==> config.mk <==
export PLATFORM = sky130hd
export DESIGN_NAME = infix_expression_evaluator_core
export DESIGN_NICKNAME = d
export VERILOG_FILES = /design/src/design/iee_pkg.sv /design/src/design/iee_arith.sv /design/src/design/infix_expression_evaluator_core.sv
export SDC_FILE = /design/constraint.sdc
export NUM_CORES = 1
export LEC_CHECK = 0
export BUFFER_PORTS_ARGS = -buffer_cell sky130_fd_sc_hd__clkbuf_2
export CAP_MARGIN = 20
export CORE_MARGIN = 2
export CORE_UTILIZATION = 45
export DETAILED_ROUTE_END_ITERATION = 8
export SLEW_MARGIN = 20
export SYNTH_ARGS = -nofsm -noshare
export SYNTH_HDL_FRONTEND = slang
export SYNTH_HIERARCHICAL = 1
export SYNTH_SLANG_ARGS = --single-unit
==> constraint.sdc <==
create_clock -name clk -period 8.55 [get_ports clk]
set_input_delay 2.565 -clock clk [delete_from_list [all_inputs] [get_ports clk]]
set_output_delay 2.565 -clock clk [all_outputs]
set_load 0.02 [all_outputs]
==> src/design/iee_pkg.sv <==
`timescale 1ns / 1ps
// ---------------------------------------------------------------------------
// iee_pkg
// Shared types, codes and character decode for the infix expression evaluator.
// ---------------------------------------------------------------------------
package iee_pkg;

  localparam int VALUE_WIDTH_DEF = 32;
  localparam int OUT_WIDTH       = 32;

  localparam logic [7:0] CH_ZERO  = 8'h30;  // '0'
  localparam logic [7:0] CH_NINE  = 8'h39;  // '9'
  localparam logic [7:0] CH_PLUS  = 8'h2B;  // '+'
  localparam logic [7:0] CH_MINUS = 8'h2D;  // '-'
  localparam logic [7:0] CH_STAR  = 8'h2A;  // '*'
  localparam logic [7:0] CH_SLASH = 8'h2F;  // '/'
  localparam logic [7:0] CH_SPACE = 8'h20;
  localparam logic [7:0] CH_TAB   = 8'h09;
  localparam logic [7:0] CH_CR    = 8'h0D;

  typedef enum logic [2:0] {
    CL_START = 3'd0,
    CL_DIGIT = 3'd1,
    CL_ADD   = 3'd2,
    CL_MUL   = 3'd3,
    CL_OTHER = 3'd4,
    CL_SPACE = 3'd5
  } cls_t;

  typedef enum logic [1:0] {
    OP_PLUS  = 2'd0,
    OP_MINUS = 2'd1,
    OP_MUL   = 2'd2,
    OP_DIV   = 2'd3
  } op_t;

  typedef enum logic [2:0] {
    ST_OK    = 3'd0,
    ST_EMPTY = 3'd1,
    ST_UNEXP = 3'd2,
    ST_PLACE = 3'd3,
    ST_UNARY = 3'd4,
    ST_DIVZ  = 3'd5
  } status_t;

  typedef enum logic [1:0] {
    S_IDLE  = 2'd0,
    S_APPLY = 2'd1,
    S_WAIT  = 2'd2,
    S_DONE  = 2'd3
  } ctl_state_t;

  typedef struct packed {
    logic [7:0] ch;
    logic       last;
  } in_t;

  typedef struct packed {
    status_t            status;
    logic signed [31:0] value;
  } out_t;

  typedef struct packed {
    logic start;
    logic is_div;
  } arith_req_t;

  function automatic cls_t classify(input logic [7:0] c);
    cls_t r;
    if (c >= CH_ZERO && c <= CH_NINE) r = CL_DIGIT;
    else if (c == CH_PLUS || c == CH_MINUS) r = CL_ADD;
    else if (c == CH_STAR || c == CH_SLASH) r = CL_MUL;
    else if (c == CH_SPACE || (c >= CH_TAB && c <= CH_CR)) r = CL_SPACE;
    else r = CL_OTHER;
    return r;
  endfunction

endpackage

==> src/design/iee_arith.sv <==
`timescale 1ns / 1ps
// ---------------------------------------------------------------------------
// iee_arith
// Bit-serial wrapping multiply and signed truncating divide, one bit per cycle.
// ---------------------------------------------------------------------------
module iee_arith #(
  parameter int VALUE_WIDTH = iee_pkg::VALUE_WIDTH_DEF
) (
  input  logic                   clk,
  input  logic                   rst_n,
  input  iee_pkg::arith_req_t    req,
  input  logic [VALUE_WIDTH-1:0] opnd_a,
  input  logic [VALUE_WIDTH-1:0] opnd_b,
  output logic                   done,
  output logic [VALUE_WIDTH-1:0] result
);

  localparam int W  = VALUE_WIDTH;
  localparam int CW = $clog2(W);

  logic          busy_r;
  logic          done_r;
  logic [CW-1:0] cnt_r;
  logic          is_div_r;
  logic          neg_r;
  logic [W:0]    acc_r;   // product, or partial remainder
  logic [W-1:0]  opa_r;   // multiplicand, or dividend/quotient shift
  logic [W-1:0]  opb_r;   // multiplier, or divisor magnitude

  logic [W:0]   rem_sh;
  logic [W:0]   diff;
  logic [W-1:0] mag_a;
  logic [W-1:0] mag_b;
  logic [W-1:0] psum;

  always_comb begin
    mag_a  = opnd_a[W-1] ? -opnd_a : opnd_a;
    mag_b  = opnd_b[W-1] ? -opnd_b : opnd_b;
    rem_sh = {acc_r[W-1:0], opa_r[W-1]};
    diff   = rem_sh - {1'b0, opb_r};
    psum   = acc_r[W-1:0] + (opb_r[0] ? opa_r : '0);
  end

  always_ff @(posedge clk) begin
    if (!rst_n) begin
      busy_r <= 1'b0;
      done_r <= 1'b0;
    end else begin
      done_r <= 1'b0;
      if (req.start) begin
        busy_r   <= 1'b1;
        cnt_r    <= '0;
        is_div_r <= req.is_div;
        neg_r    <= opnd_a[W-1] ^ opnd_b[W-1];
        acc_r    <= '0;
        opa_r    <= req.is_div ? mag_a : opnd_a;
        opb_r    <= req.is_div ? mag_b : opnd_b;
      end else if (busy_r) begin
        if (is_div_r) begin
          // restoring step: subtract when it does not go negative
          if (!diff[W]) begin
            acc_r <= diff;
            opa_r <= {opa_r[W-2:0], 1'b1};
          end else begin
            acc_r <= rem_sh;
            opa_r <= {opa_r[W-2:0], 1'b0};
          end
        end else begin
          acc_r <= {1'b0, psum};
          opa_r <= {opa_r[W-2:0], 1'b0};
          opb_r <= {1'b0, opb_r[W-1:1]};
        end
        cnt_r <= cnt_r + 1'b1;
        if (cnt_r == CW'(W - 1)) begin
          busy_r <= 1'b0;
          done_r <= 1'b1;
        end
      end
    end
  end

  assign done   = done_r;
  assign result = is_div_r ? (neg_r ? -opa_r : opa_r) : acc_r[W-1:0];

endmodule

==> src/design/infix_expression_evaluator_core.sv <==
`timescale 1ns / 1ps
// ---------------------------------------------------------------------------
// infix_expression_evaluator_core
// Streaming checker and evaluator for parenthesis-free integer expressions.
// ---------------------------------------------------------------------------
// One character is taken per transfer; the transfer flagged last yields one
// result with status and value. A digit, whitespace or other character is
// taken in the idle state. A transfer that runs the pending operation (+ or -
// after a digit or other character, any * or /, or a last transfer on or
// after a digit) goes to the apply state. For + or -, or a divide by zero,
// apply returns to idle or goes to done; any other * or / starts the
// bit-serial multiply/divide unit, which retires one bit per cycle, and waits
// in the wait state until it finishes. A last transfer ends in the done
// state, which loads the result register once out_stall no longer holds an
// earlier result there. Input is taken while a loaded result waits.
module infix_expression_evaluator_core #(
  parameter int VALUE_WIDTH = iee_pkg::VALUE_WIDTH_DEF
) (
  input  logic          clk,
  input  logic          rst_n,
  input  logic          in_valid,
  output logic          in_stall,
  input  iee_pkg::in_t  in_data,
  output logic          out_valid,
  input  logic          out_stall,
  output iee_pkg::out_t out_data
);

  localparam int W = VALUE_WIDTH;

  iee_pkg::ctl_state_t state_r, state_nxt;

  logic [W-1:0]      sum_r;
  logic [W-1:0]      top_r;
  logic [W-1:0]      num_r;
  iee_pkg::op_t      pend_r;
  logic              unary_r;
  iee_pkg::cls_t     prev_r;
  iee_pkg::cls_t     prev2_r;
  iee_pkg::status_t  ferr_r;
  logic              divz_r;
  iee_pkg::op_t      new_op_r;
  logic              set_op_r;
  logic              last_r;
  logic              out_valid_r;
  iee_pkg::out_t     out_data_r;

  // accept-side decode
  logic              take;
  iee_pkg::cls_t     cls_c;
  iee_pkg::cls_t     prev_new_c;
  iee_pkg::status_t  err_c;
  iee_pkg::status_t  ferr_new_c;
  logic              prev_unary_c;
  logic              do_apply_c;
  logic              fin_apply_c;
  iee_pkg::op_t      new_op_c;
  logic [3:0]        digit_c;
  logic [W-1:0]      num_new_c;

  // apply / finish
  logic [W-1:0]      opnd_c;
  logic              quick_c;
  logic              out_load;
  iee_pkg::arith_req_t arith_req;
  logic              arith_done;
  logic [W-1:0]      arith_res;
  logic [W-1:0]      total_c;
  logic signed [W-1:0] total_s;
  iee_pkg::status_t  status_c;

  iee_arith #(.VALUE_WIDTH(W)) u_arith (
    .clk    (clk),
    .rst_n  (rst_n),
    .req    (arith_req),
    .opnd_a (top_r),
    .opnd_b (opnd_c),
    .done   (arith_done),
    .result (arith_res)
  );

  always_comb begin
    cls_c        = iee_pkg::classify(in_data.ch);
    prev_unary_c = prev_r == iee_pkg::CL_ADD &&
                   (prev2_r == iee_pkg::CL_START || prev2_r == iee_pkg::CL_ADD ||
                    prev2_r == iee_pkg::CL_MUL);
    priority if (prev_r == iee_pkg::CL_MUL &&
                 (cls_c == iee_pkg::CL_ADD || cls_c == iee_pkg::CL_MUL))
      err_c = iee_pkg::ST_PLACE;
    else if (prev_unary_c && cls_c == iee_pkg::CL_ADD)
      err_c = iee_pkg::ST_UNARY;
    else if (cls_c == iee_pkg::CL_OTHER)
      err_c = iee_pkg::ST_UNEXP;
    else if (cls_c == iee_pkg::CL_MUL && prev_r == iee_pkg::CL_START)
      err_c = iee_pkg::ST_PLACE;
    else
      err_c = iee_pkg::ST_OK;

    prev_new_c = (cls_c == iee_pkg::CL_SPACE) ? prev_r : cls_c;
    ferr_new_c = ferr_r;
    if (cls_c != iee_pkg::CL_SPACE && ferr_r == iee_pkg::ST_OK)
      ferr_new_c = err_c;
    // an expression may not end on * or /
    if (in_data.last && prev_new_c == iee_pkg::CL_MUL && ferr_new_c == iee_pkg::ST_OK)
      ferr_new_c = iee_pkg::ST_PLACE;

    do_apply_c  = (cls_c == iee_pkg::CL_ADD &&
                   (prev_r == iee_pkg::CL_DIGIT || prev_r == iee_pkg::CL_OTHER)) ||
                  cls_c == iee_pkg::CL_MUL;
    fin_apply_c = in_data.last && prev_new_c == iee_pkg::CL_DIGIT;

    unique case (in_data.ch)
      iee_pkg::CH_MINUS: new_op_c = iee_pkg::OP_MINUS;
      iee_pkg::CH_STAR:  new_op_c = iee_pkg::OP_MUL;
      iee_pkg::CH_SLASH: new_op_c = iee_pkg::OP_DIV;
      default:           new_op_c = iee_pkg::OP_PLUS;
    endcase

    digit_c   = 4'(in_data.ch - iee_pkg::CH_ZERO);
    // times ten as two shifted copies
    num_new_c = (num_r << 3) + (num_r << 1) + W'(digit_c);

    opnd_c  = unary_r ? -num_r : num_r;
    quick_c = pend_r == iee_pkg::OP_PLUS || pend_r == iee_pkg::OP_MINUS ||
              (pend_r == iee_pkg::OP_DIV && opnd_c == '0);

    total_c = sum_r + top_r;
    total_s = total_c;
    if (prev_r == iee_pkg::CL_START)
      status_c = iee_pkg::ST_EMPTY;
    else if (ferr_r != iee_pkg::ST_OK)
      status_c = ferr_r;
    else if (divz_r)
      status_c = iee_pkg::ST_DIVZ;
    else
      status_c = iee_pkg::ST_OK;
  end

  // next state
  always_comb begin
    state_nxt = state_r;
    unique case (state_r)
      iee_pkg::S_IDLE: begin
        if (in_valid) begin
          if (do_apply_c || fin_apply_c) state_nxt = iee_pkg::S_APPLY;
          else if (in_data.last)         state_nxt = iee_pkg::S_DONE;
        end
      end
      iee_pkg::S_APPLY: begin
        if (!quick_c)    state_nxt = iee_pkg::S_WAIT;
        else if (last_r) state_nxt = iee_pkg::S_DONE;
        else             state_nxt = iee_pkg::S_IDLE;
      end
      iee_pkg::S_WAIT: begin
        if (arith_done) state_nxt = last_r ? iee_pkg::S_DONE : iee_pkg::S_IDLE;
      end
      iee_pkg::S_DONE: begin
        if (!out_valid_r || !out_stall) state_nxt = iee_pkg::S_IDLE;
      end
      default: state_nxt = iee_pkg::S_IDLE;
    endcase
  end

  // control outputs
  always_comb begin
    in_stall         = state_r != iee_pkg::S_IDLE;
    take             = state_r == iee_pkg::S_IDLE && in_valid;
    arith_req.start  = state_r == iee_pkg::S_APPLY && !quick_c;
    arith_req.is_div = pend_r == iee_pkg::OP_DIV;
    out_load         = state_r == iee_pkg::S_DONE && (!out_valid_r || !out_stall);
  end

  always_ff @(posedge clk) begin
    if (!rst_n) begin
      state_r     <= iee_pkg::S_IDLE;
      out_valid_r <= 1'b0;
      sum_r       <= '0;
      top_r       <= '0;
      num_r       <= '0;
      pend_r      <= iee_pkg::OP_PLUS;
      unary_r     <= 1'b0;
      prev_r      <= iee_pkg::CL_START;
      prev2_r     <= iee_pkg::CL_START;
      ferr_r      <= iee_pkg::ST_OK;
      divz_r      <= 1'b0;
      set_op_r    <= 1'b0;
      last_r      <= 1'b0;
    end else begin
      state_r <= state_nxt;
      if (out_load)        out_valid_r <= 1'b1;
      else if (!out_stall) out_valid_r <= 1'b0;

      if (take) begin
        ferr_r   <= ferr_new_c;
        new_op_r <= new_op_c;
        set_op_r <= do_apply_c;
        last_r   <= in_data.last;
        if (cls_c != iee_pkg::CL_SPACE) begin
          prev_r  <= cls_c;
          prev2_r <= prev_r;
        end
        if (cls_c == iee_pkg::CL_DIGIT)
          num_r <= num_new_c;
        if (cls_c == iee_pkg::CL_ADD && !do_apply_c && in_data.ch == iee_pkg::CH_MINUS)
          unary_r <= ~unary_r;
      end

      if (state_r == iee_pkg::S_APPLY) begin
        unique case (pend_r)
          iee_pkg::OP_PLUS, iee_pkg::OP_MINUS: begin
            sum_r <= sum_r + top_r;
            top_r <= ((pend_r == iee_pkg::OP_MINUS) ^ unary_r) ? -num_r : num_r;
          end
          iee_pkg::OP_DIV: begin
            if (opnd_c == '0) divz_r <= 1'b1;
          end
          iee_pkg::OP_MUL: ;
          default: ;
        endcase
        num_r   <= '0;
        unary_r <= 1'b0;
        if (set_op_r) pend_r <= new_op_r;
      end

      if (state_r == iee_pkg::S_WAIT && arith_done)
        top_r <= arith_res;

      if (out_load) begin
        sum_r   <= '0;
        top_r   <= '0;
        num_r   <= '0;
        pend_r  <= iee_pkg::OP_PLUS;
        unary_r <= 1'b0;
        prev_r  <= iee_pkg::CL_START;
        prev2_r <= iee_pkg::CL_START;
        ferr_r  <= iee_pkg::ST_OK;
        divz_r  <= 1'b0;
      end
    end
  end

  always_ff @(posedge clk) begin
    if (out_load) begin
      out_data_r.status <= status_c;
      out_data_r.value  <= (status_c == iee_pkg::ST_OK) ? 32'(total_s) : '0;
    end
  end

  assign out_valid = out_valid_r;
  assign out_data  = out_data_r;

  a_done_in_wait: assert property (@(posedge clk) disable iff (!rst_n)
    arith_done |-> state_r == iee_pkg::S_WAIT)
    else $error("multiply/divide finished outside the wait state");

  a_err_value_zero: assert property (@(posedge clk) disable iff (!rst_n)
    (out_valid && out_data.status != iee_pkg::ST_OK) |-> out_data.value == '0)
    else $error("nonzero value reported with an error status");

  a_clear_after_result: assert property (@(posedge clk) disable iff (!rst_n)
    out_load |=> (prev_r == iee_pkg::CL_START && ferr_r == iee_pkg::ST_OK && !divz_r))
    else $error("expression state not cleared after result");

  a_hold_done: assert property (@(posedge clk) disable iff (!rst_n)
    (state_r == iee_pkg::S_DONE && out_valid_r && out_stall) |=>
      state_r == iee_pkg::S_DONE)
    else $error("result dropped while output register was full");

  a_result_after_last: assert property (@(posedge clk) disable iff (!rst_n)
    out_load |-> last_r)
    else $error("result produced without a last transfer");

endmodule
# Word level (Yosys, flattened, before mapping)
# Index checks and enable logic that the tools add are counted.
# classes
muxes,52
reduce_logical,63
eq_ne,31
bitwise_logic,5
addsub,11
magnitude_cmp,4
# ops
operator,n
$mux W32,20
$neg A32 Y32,4
$add A32 B32 Y32,3
$eq A8 B6 Y1 const B,5
$mux W3,11
$sub A33 B32 Y33,1
$add A32 B4 Y32,1
$logic_not A32 Y1,1
$eq A3 B2 Y1 const B,7
$logic_and A1 B1 Y1,18
$mux W2,9
$reduce_and A2 Y1,9
$logic_not A3 Y1,5
$logic_or A1 B1 Y1,12
$eq A3 B1 Y1 const B,3
$eq A3 B3 Y1 const B,3
$mux W1,9
$ge A8 B4 Y1 const B,1
$ge A8 B6 Y1 const B,1
$le A8 B4 Y1 const B,1
$le A8 B6 Y1 const B,1
$pmux W2 S4,1
$reduce_bool A2 Y1,4
$eq A2 B2 Y1 const B,3
18 further kinds,33
# totals
reg_bits,256
wordCells,190
inputBits,13
output_inout_bits,37

# Longest topological paths before layout
# Gate-level depths: netlist (run 1).
# depth
ltp_word,17
mapped_depth,18
ltp_nobuf,16

# By module
# The synthesis (run 1) kept the hierarchy.
# by_module_without_submodules
module,n_inst,seq_area_each_um2,area_per_inst_um2,cells_per_inst
infix_expression_evaluator_core,1,3393.3,10538.9,1287
iee_arith,1,3133.0,10368.7,1262

# Worst setup path after synthesis (run 1)
# No wires, ideal clock.
# synth_timing
path_kind,input to register
from,in in_data[4] (netlist bit)
to,reg num_r[30]
slack_ns,3.011
required_ns,8.433
stages,12
t_arrival_ns,5.423
path_buffers,0
path_cell_list,fa_1 fa_1 a211oi_1 o21ai_0 a21oi_1 o21ai_0 a41oi_1 o211a_1 o31ai_1 a221oi_1 xnor2_1 a22o_1
# synth_between
elab_chain_len,9
word_cells_on_any_way,22
cone_classes,add/sub: 2; order compare: 4; eq/ne: 6; mux: 4; reduce/logical: 6
# synth_rtl
item,line_no,text
from (decl),infix_expression_evaluator_core.sv:23,"input iee_pkg::in_t in_data,"
$ge A8 B4 Y1 / $le A8 B4 Y1 (equally long branches),iee_pkg.sv:73,else if (c == CH_SPACE || (c >= CH_TAB && c <= CH_CR)) r = CL_SPACE;
$logic_and A1 B1 Y1,iee_pkg.sv:73,
$logic_or A1 B1 Y1,iee_pkg.sv:73,
$mux W1,iee_pkg.sv:73,
$mux W3,iee_pkg.sv:72,else if (c == CH_STAR || c == CH_SLASH) r = CL_MUL;
$mux W3,iee_pkg.sv:71,else if (c == CH_PLUS || c == CH_MINUS) r = CL_ADD;
$mux W3,iee_pkg.sv:70,if (c >= CH_ZERO && c <= CH_NINE) r = CL_DIGIT;
$eq A3 B1 Y1,infix_expression_evaluator_core.sv:202,if (cls_c == iee_pkg::CL_DIGIT)
$reduce_and A2 Y1 (no source line),-,
to (signal assigned),infix_expression_evaluator_core.sv:203,num_r <= num_new_c;
to (decl),infix_expression_evaluator_core.sv:35,logic [W-1:0] num_r;
# Several ways; a longest one is shown, not always the timed one.
# A chain may end at the register's enable or synchronous reset.

==> results of run 1 <==
[area by class of cell]
| cell class | instances | share of cell area, % |
|---|---|---|
| clock inverters | 17 | 0.710 |
| repair buffers | 65 | 1.62 |
| multi-input cells | 2080 | 60.1 |
| well taps | 600 | 3.33 |
| flip-flops and latches | 256 | 28.9 |
| clock buffers | 40 | 3.91 |
| inverters | 81 | 1.35 |
[layer usage]
metal	global-route usage [%]	wire (um)	share of wire [%]	up-vias
li1	-	-	-	9139
met1	34.6	27800	44	8775
met2	43.7	29800	48	484
met3	2.76	2970	4.7	110
met4	7.95	2040	3.3	0
met5	0	0	0	-
[tightest hold or removal path: cells and delay by family, from the launching register on]
family,cells,cell delay [ns]
flip-flops,1,0.32
AND/OR/NAND/NOR,1,0.05
AO/OA/AOI/OAI,1,0.05
[cells by family (layout without fill, tap and decap cells)]
| kind of cell | after synthesis | count (layout) | share of synthesized area (%) |
|---|---|---|---|
| compound gates | 762 | 762 | 22.4 |
| xor+xnor | 268 | 268 | 11.2 |
| fa+ha+maj | 164 | 164 | 9.99 |
| buf+inv | 213 | 203 | 4.14 |
| flops | 256 | 256 | 31.2 |
| mux | 23 | 23 | 1.18 |
| simple gates | 863 | 863 | 19.9 |
[power by group]
part / internal, mW / switching [mW]
Sequential: 1.29 / 0.00519
Clock: 0.789 / 0.558
Combinational: 0.0236 / 0.0600
Total: 2.10 / 0.624
[path summary, 6_finish.rpt]
path	startpoint	endpoint	slack (ns)	cells past startpoint
setup / recovery	num_r[0]$_SDFFE_PP0P_	u_arith/acc_r[29]$_SDFFCE_PP0P_	2.69	16
hold / removal	pend_r[0]$_SDFFE_PP0P_	pend_r[0]$_SDFFE_PP0P_	0.47	2
setup reg to reg	num_r[0]$_SDFFE_PP0P_	u_arith/acc_r[29]$_SDFFCE_PP0P_	2.69	16
hold reg to reg	pend_r[0]$_SDFFE_PP0P_	pend_r[0]$_SDFFE_PP0P_	0.47	2
[through the flow]
step | power (mW) | util (%) | instance area (um^2)
2_1_floorplan | 1.38 | - | 20900
3_3_place_gp | 1.40 | 47.2 | 21500
3_5_place_dp | 1.40 | 47.2 | 21500
4_1_cts | 2.75 | 49.5 | 22500
5_1_grt | 2.81 | 49.5 | 22500
6_report | 2.73 | 49.5 | 22500
[placed cells by master, fill, tap and decap left out, types with 54 or more instances in the layout]
cell type                  netlist  final
sky130_fd_sc_hd__inv_1          81     80
sky130_fd_sc_hd__nand3_1        54     54
sky130_fd_sc_hd__ha_1          159    159
sky130_fd_sc_hd__xnor2_1       164    163
sky130_fd_sc_hd__a21oi_1       310    310
sky130_fd_sc_hd__edfxtp_1      140    140
sky130_fd_sc_hd__nand2_1       257    256
sky130_fd_sc_hd__xor2_1        104    104
sky130_fd_sc_hd__and2_1         56     56
sky130_fd_sc_hd__dfxtp_1       116    116
sky130_fd_sc_hd__nor2_1        280    277
sky130_fd_sc_hd__o21ai_0       146    146
[flip-flops by register name (all words and copies together), names as in the netlist, 2 cells and up]
signal and count:
sum_r 32, new_op_r 2, num_r 32, prev_r 3, u_arith/opb_r 32, u_arith/cnt_r 5
top_r 32, out_data 35, u_arith/opa_r 32, ferr_r 3, u_arith/acc_r 32, pend_r 2
state_r 2, prev2_r 3
==> impl_results.md, run 1 <==
* Number of nets in the final layout at approximately 2700
* Final estimated routing congestion in global placement at 0.908
* Commonest cells post-synth: 310 x sky130_fd_sc_hd__a21oi_1, 280 x sky130_fd_sc_hd__nor2_1, 257 x sky130_fd_sc_hd__nand2_1
* Power density over the cells at 121 mW/mm^2
* Routed vias at 18500
* Worst path required time at ~9.0 ns
* Post-route fraction of the period consumed by the critical path at about two thirds
* Family of cells with the greatest summed delay on the critical path: simple AND/OR/NAND/NOR gates
* Initial core utilization at 45.9%
* Clock tree from TritonCTS: done
* Synth-to-Final Area Change at 7.84%
* Run status: finished clean
* Library cell with the largest summed area after synthesis: sky130_fd_sc_hd__edfxtp_1
* Number of standard-cell rows in the floorplan at just under 80
* Peak fanout along the critical path at 63
* Core Box Area at 0.0456 mm^2
* Setup slack after placement at approximately 2.3 ns
* CP Buf/Inv Count at 2
* Startpoint type of the worst setup path: flip-flop
* Iteration-0 DRC Markers at roughly 1600
* Main area contributors after synthesis: sky130_fd_sc_hd__edfxtp_1 20%, sky130_fd_sc_hd__dfxtp_1 11%, sky130_fd_sc_hd__ha_1 9.5%, sky130_fd_sc_hd__a21oi_1 7.4%, sky130_fd_sc_hd__xnor2_1 6.9%
* Half-perimeter wire length after placement at 47.6 mm
* Port-buffer cells at 49
* Routed vias/inst at roughly 5.9
* Setup CP Type: reg -> reg
* Final clock skew at 0.0153 ns
* Total routed wirelength at 62.6 mm
* Final worst slack at about 2.7 ns
* Seq/Total Area, Yosys at 31.2%
* Tightest hold margin at ~0.47 ns
* Worst path arrival time at 6.27 ns
* Standard cell with the maximum stage delay on the critical path: sky130_fd_sc_hd__or4_4
* Area used by sequential logic in the layout at 0.00653 mm^2
* Buffer levels on the longest clock path at 3
* Crit path largest cell delay at 0.56 ns
* Register bit total from synthesis at 256
* Hold-fix buffers at CTS at 0
* Antenna diodes at 0
* Most used cell along the critical path: sky130_fd_sc_hd__inv_1
* Via count of the first global-routing pass at 17900
* Level count of the clock H-tree at 1
* Min-delay worst type: reg -> reg
* Post-Syn Nets at 2726
* Global-route total usage across every layer at 25.8%
* Clock latency reported for the late side of the worst-skew pair at roughly 0.58 ns
* Post-synth top flop: sky130_fd_sc_hd__edfxtp_1
* Height of the chip at 220 um
* Filler instances at 4467
* Post-synthesis async set-or-reset flop share at 0%
* Count leader, synth: sky130_fd_sc_hd__a21oi_1
* Global-route congestion overflow total at 0
* Fin crit period at 5.86 ns
* Unrepaired setup endpoints after global routing: false
* Clk slew on worst S/H paths at ~0.060 ns
* Mean post-synth cell area at 8.20 um^2
* Number of buffers created by CTS at 31
* CP cell instances: inv_1 -> ha_1 -> or3b_4 -> nand4b_4 -> or2_1 -> o31ai_1 -> xnor2_1 -> or4_4 -> nor4_2 -> or4b_4 -> o211a_4 -> inv_1 -> nand2_1 -> a2111oi_0 -> a32oi_1 -> o21ai_0
* Cell Count, Final, Fillers Out at 3139
* Multi-input logic area at 0.0136 mm^2
* Die Width at 220 um
* Worst rel slew slack at 26.6%
* LEAKAGE at 8.96 nW
* Post-route ant nets at 0
* Final Slew Violations at 0
* Category of the worst setup path capture point: flip-flop
* Share of cells above drive strength 1 at ~6.7%
* Number of distinct library cell variants in the gate-level netlist after synthesis at a little over 90
* Number of gates resized after CTS at 0
* Wire length of the first global-routing pass at 98.6 mm
* Netlist Area Pre-Place at 0.0209 mm^2
* Maximum number of pins on one net before global-route repair at 90
* Gate Count Post-Synth at 2549
* Die outline area at 0.0482 mm^2
* Drc violations at 0
* Highest attainable clock frequency at 0.171 GHz
* Setup Buffers After CTS at 0
* Detailed-route wire length per cell at 19.9 um
* # placed instances at 3082
* Area share of the largest cell type after synthesis at 20.1%
* Initial antenna violation count at 0
* Pin slew with the least headroom to its limit at 1.10 ns
* Num ports at 50
* Number of enable-type register cells in the synthesized netlist at 140
* Total negative slack at 0 ns
* Synth warn at 6
* Number of optimization iterations in the first detailed-route pass at 7
* Peak VDD IR at 0.000189 V
* Clock tree sinks at approximately 260
* Setup Viol. Count Final at 0
* Max-capacitance violation count at 0
* Number of hold-slack violations in the final timing report at 0
* Clock root buffer: sky130_fd_sc_hd__clkbuf_16
(Power assumes the default switching activity.)
==> run 2: changes to the inputs <==
==> constraint.sdc (replaced) <==
create_clock -name clk -period 4.9 [get_ports clk]
set_input_delay 1.47 -clock clk [delete_from_list [all_inputs] [get_ports clk]]
set_output_delay 1.47 -clock clk [all_outputs]
set_load 0.02 [all_outputs]
==> impl_results.md, run 2 (synthesis gave the netlist of run 1 again) <==
* Clock tree sinks at 256 (unchanged)
* Buffer levels on the longest clock path at 3 (unchanged)
* Port-buffer cells at 49 (unchanged)
* Detailed-route wire length per cell at 19.6 um (was 19.9 um)
* Setup slack after placement at 0.158 ns (was 2.30 ns)
* Cell Count, Final, Fillers Out at 3194 (was 3139)
* Max-capacitance violation count at 0 (unchanged)
* LEAKAGE at 9.22 nW (was 8.96 nW)
* Filler instances at 4404 (was 4467)
* Level count of the clock H-tree at 1 (unchanged)
* Peak fanout along the critical path at 36 (was 63)
* Area after detailed placement at 0.0220 mm^2 (was 0.0215 mm^2)
* Initial antenna violation count at 1 (was 0)
* Clock root buffer: sky130_fd_sc_hd__clkbuf_16 (unchanged)
* Fin crit period at 4.69 ns (was 5.86 ns)
* Number of hold-slack violations in the final timing report at 0 (unchanged)
* Final clock skew at 0.0125 ns (was 0.0153 ns)
* Post-route ant nets at 0 (unchanged)
* Final worst slack at 0.214 ns (was 2.69 ns)
* Most common library cell in the layout ignoring fill and taps: sky130_fd_sc_hd__a21oi_1 (unchanged)
* Most frequent cells in the layout: 310 x sky130_fd_sc_hd__a21oi_1, 278 x sky130_fd_sc_hd__nor2_1, 256 x sky130_fd_sc_hd__nand2_1 (was 310 x sky130_fd_sc_hd__a21oi_1, 277 x sky130_fd_sc_hd__nor2_1, 256 x sky130_fd_sc_hd__nand2_1)
* Unrepaired setup endpoints after global routing: false (unchanged)
* Worst path required time at 5.20 ns (was 8.96 ns)
* Clock latency reported for the late side of the worst-skew pair at 0.58 ns (about the same)
* Final instance area at 0.0230 mm^2 (was 0.0225 mm^2)
* Tightest hold margin at 0.463 ns (was 0.469 ns)
* Drc violations at 0 (unchanged)
* Routed vias/inst at 5.93 (was 5.90)
* # placed instances at 3138 (was 3082)
* Routed vias at 18900 (was 18500)
* Height of the chip at 220 um (unchanged)
* Total negative slack at 0 ns (unchanged)
* Worst rel slew slack at 27.0% (was 26.6%)
* Setup CP Type: reg -> reg (unchanged)
* Number of buffers created by CTS at 30 (was 31)
* Post-route fraction of the period consumed by the critical path at 95.6% (was 68.6%)
* Core Box Area at 0.0456 mm^2 (unchanged)
* Final Util at 50.4% (was 49.5%)
* Total routed wirelength at 62.6 mm (about the same)
* Number of standard-cell rows in the floorplan at 78 (unchanged)
* Hold-fix buffers at CTS at 0 (unchanged)
* Min-delay worst type: reg -> reg (unchanged)
* Half-perimeter wire length after placement at 48.4 mm (was 47.6 mm)
* Final estimated routing congestion in global placement at 1.00 (was 0.908)
* Clk slew on worst S/H paths at 0.06 ns (about the same)
* Number of flip-flops under the largest register name at 35 (unchanged)
* Num ports at 50 (unchanged)
* Peak VDD IR at 0.000279 V (was 0.000189 V)
* Category of the worst setup path capture point: flip-flop (unchanged)
* Number of optimization iterations in the first detailed-route pass at 5 (was 7)
* Share of cells above drive strength 1 at 8.60% (was 6.66%)
* Global-route total usage across every layer at 25.6% (was 25.8%)
* Maximum number of pins on one net before global-route repair at 63 (was 90)
* Setup Buffers After CTS at 0 (unchanged)
* Highest attainable clock frequency at 0.213 GHz (was 0.171 GHz)
* Run status: finished clean (unchanged)
* Initial core utilization at 45.9% (unchanged)
* Clock tree from TritonCTS: done (unchanged)
* Power density over the cells at 201 mW/mm^2 (was 121 mW/mm^2)
* Power Total at 4.62 mW (was 2.73 mW)
* Iteration-0 DRC Markers at 1209 (was 1579)
* Synth-to-Final Area Change at 9.86% (was 7.84%)
* Setup Viol. Count Final at 0 (unchanged)
* Via count of the first global-routing pass at 18000 (was 17900)
* Global-route congestion overflow total at 0 (unchanged)
* Wire length of the first global-routing pass at 98.2 mm (was 98.6 mm)
* Final Slew Violations at 0 (unchanged)
* Number of nets in the final layout at 2747 (was 2692)
* Die outline area at 0.0482 mm^2 (unchanged)
* Die Width at 220 um (unchanged)
* Pin slew with the least headroom to its limit at 1.09 ns (was 1.10 ns)
* Antenna diodes at 0 (unchanged)
* Worst path arrival time at 4.99 ns (was 6.27 ns)
* Startpoint type of the worst setup path: flip-flop (unchanged)
-- run 2: cell type report --
cell class	count	area (um^2)	area share, %
clock buffer	50	908	3.95
multi-input combinational	2080	13600	59.2
clock inverter	6	53.8	0.234
sequential	256	6530	28.4
tap	600	751	3.27
inverter	81	308	1.34
timing repair buffer	121	811	3.53
-- run 2: repair_timing --
action | 4_1_cts | 5_1_grt
resized for setup | 0 | 2
setup endpoints to repair | 0 | 2
endpoints found under the hold margin | 0 | 0
-- run 2: per-layer routing --
metal	up-vias	wire length, um	share of wire (%)	GRT usage [%]
li1	9235	-	-	-
met1	9046	28400	45	34.1
met2	513	29400	47	43.4
met3	131	2650	4.2	2.43
met4	2	2170	3.5	8.51
met5	-	8	0.013	0
-- run 2: path summary, 6_finish.rpt --
check | endpoint | start | depth (start not counted) | slack [ns]
min | sum_r[15]$_SDFFE_PP0P_ | sum_r[15]$_SDFFE_PP0P_ | 2 | 0.46
max reg2reg | u_arith/acc_r[26]$_SDFFCE_PP0P_ | num_r[0]$_SDFFE_PP0P_ | 14 | 0.21
max | u_arith/acc_r[26]$_SDFFCE_PP0P_ | num_r[0]$_SDFFE_PP0P_ | 14 | 0.21
min reg2reg | sum_r[15]$_SDFFE_PP0P_ | sum_r[15]$_SDFFE_PP0P_ | 2 | 0.46
-- run 2: worst max-delay path, cell delays in order (launching register included) --
cell and delay [ns]:
sky130_fd_sc_hd__dfxtp_4 0.39, sky130_fd_sc_hd__inv_2 0.08, sky130_fd_sc_hd__ha_4 0.15, sky130_fd_sc_hd__or3b_4 0.40
sky130_fd_sc_hd__nand4b_4 0.19, sky130_fd_sc_hd__or2_1 0.37, sky130_fd_sc_hd__o31ai_4 0.23, sky130_fd_sc_hd__xnor2_1 0.15
sky130_fd_sc_hd__or4_4 0.56, sky130_fd_sc_hd__nor4_2 0.14, sky130_fd_sc_hd__or4b_4 0.54, sky130_fd_sc_hd__o211a_4 0.40
sky130_fd_sc_hd__o21ai_4 0.21, sky130_fd_sc_hd__clkinvlp_4 0.28, sky130_fd_sc_hd__buf_12 0.27
-- run 2: report_power, final --
part | switching, mW | internal, mW | total (mW)
clock | 0.904 | 1.30 | 2.21
combinational | 0.108 | 0.0453 | 0.153
sequential | 0.00771 | 2.25 | 2.26
total | 1.02 | 3.60 | 4.62
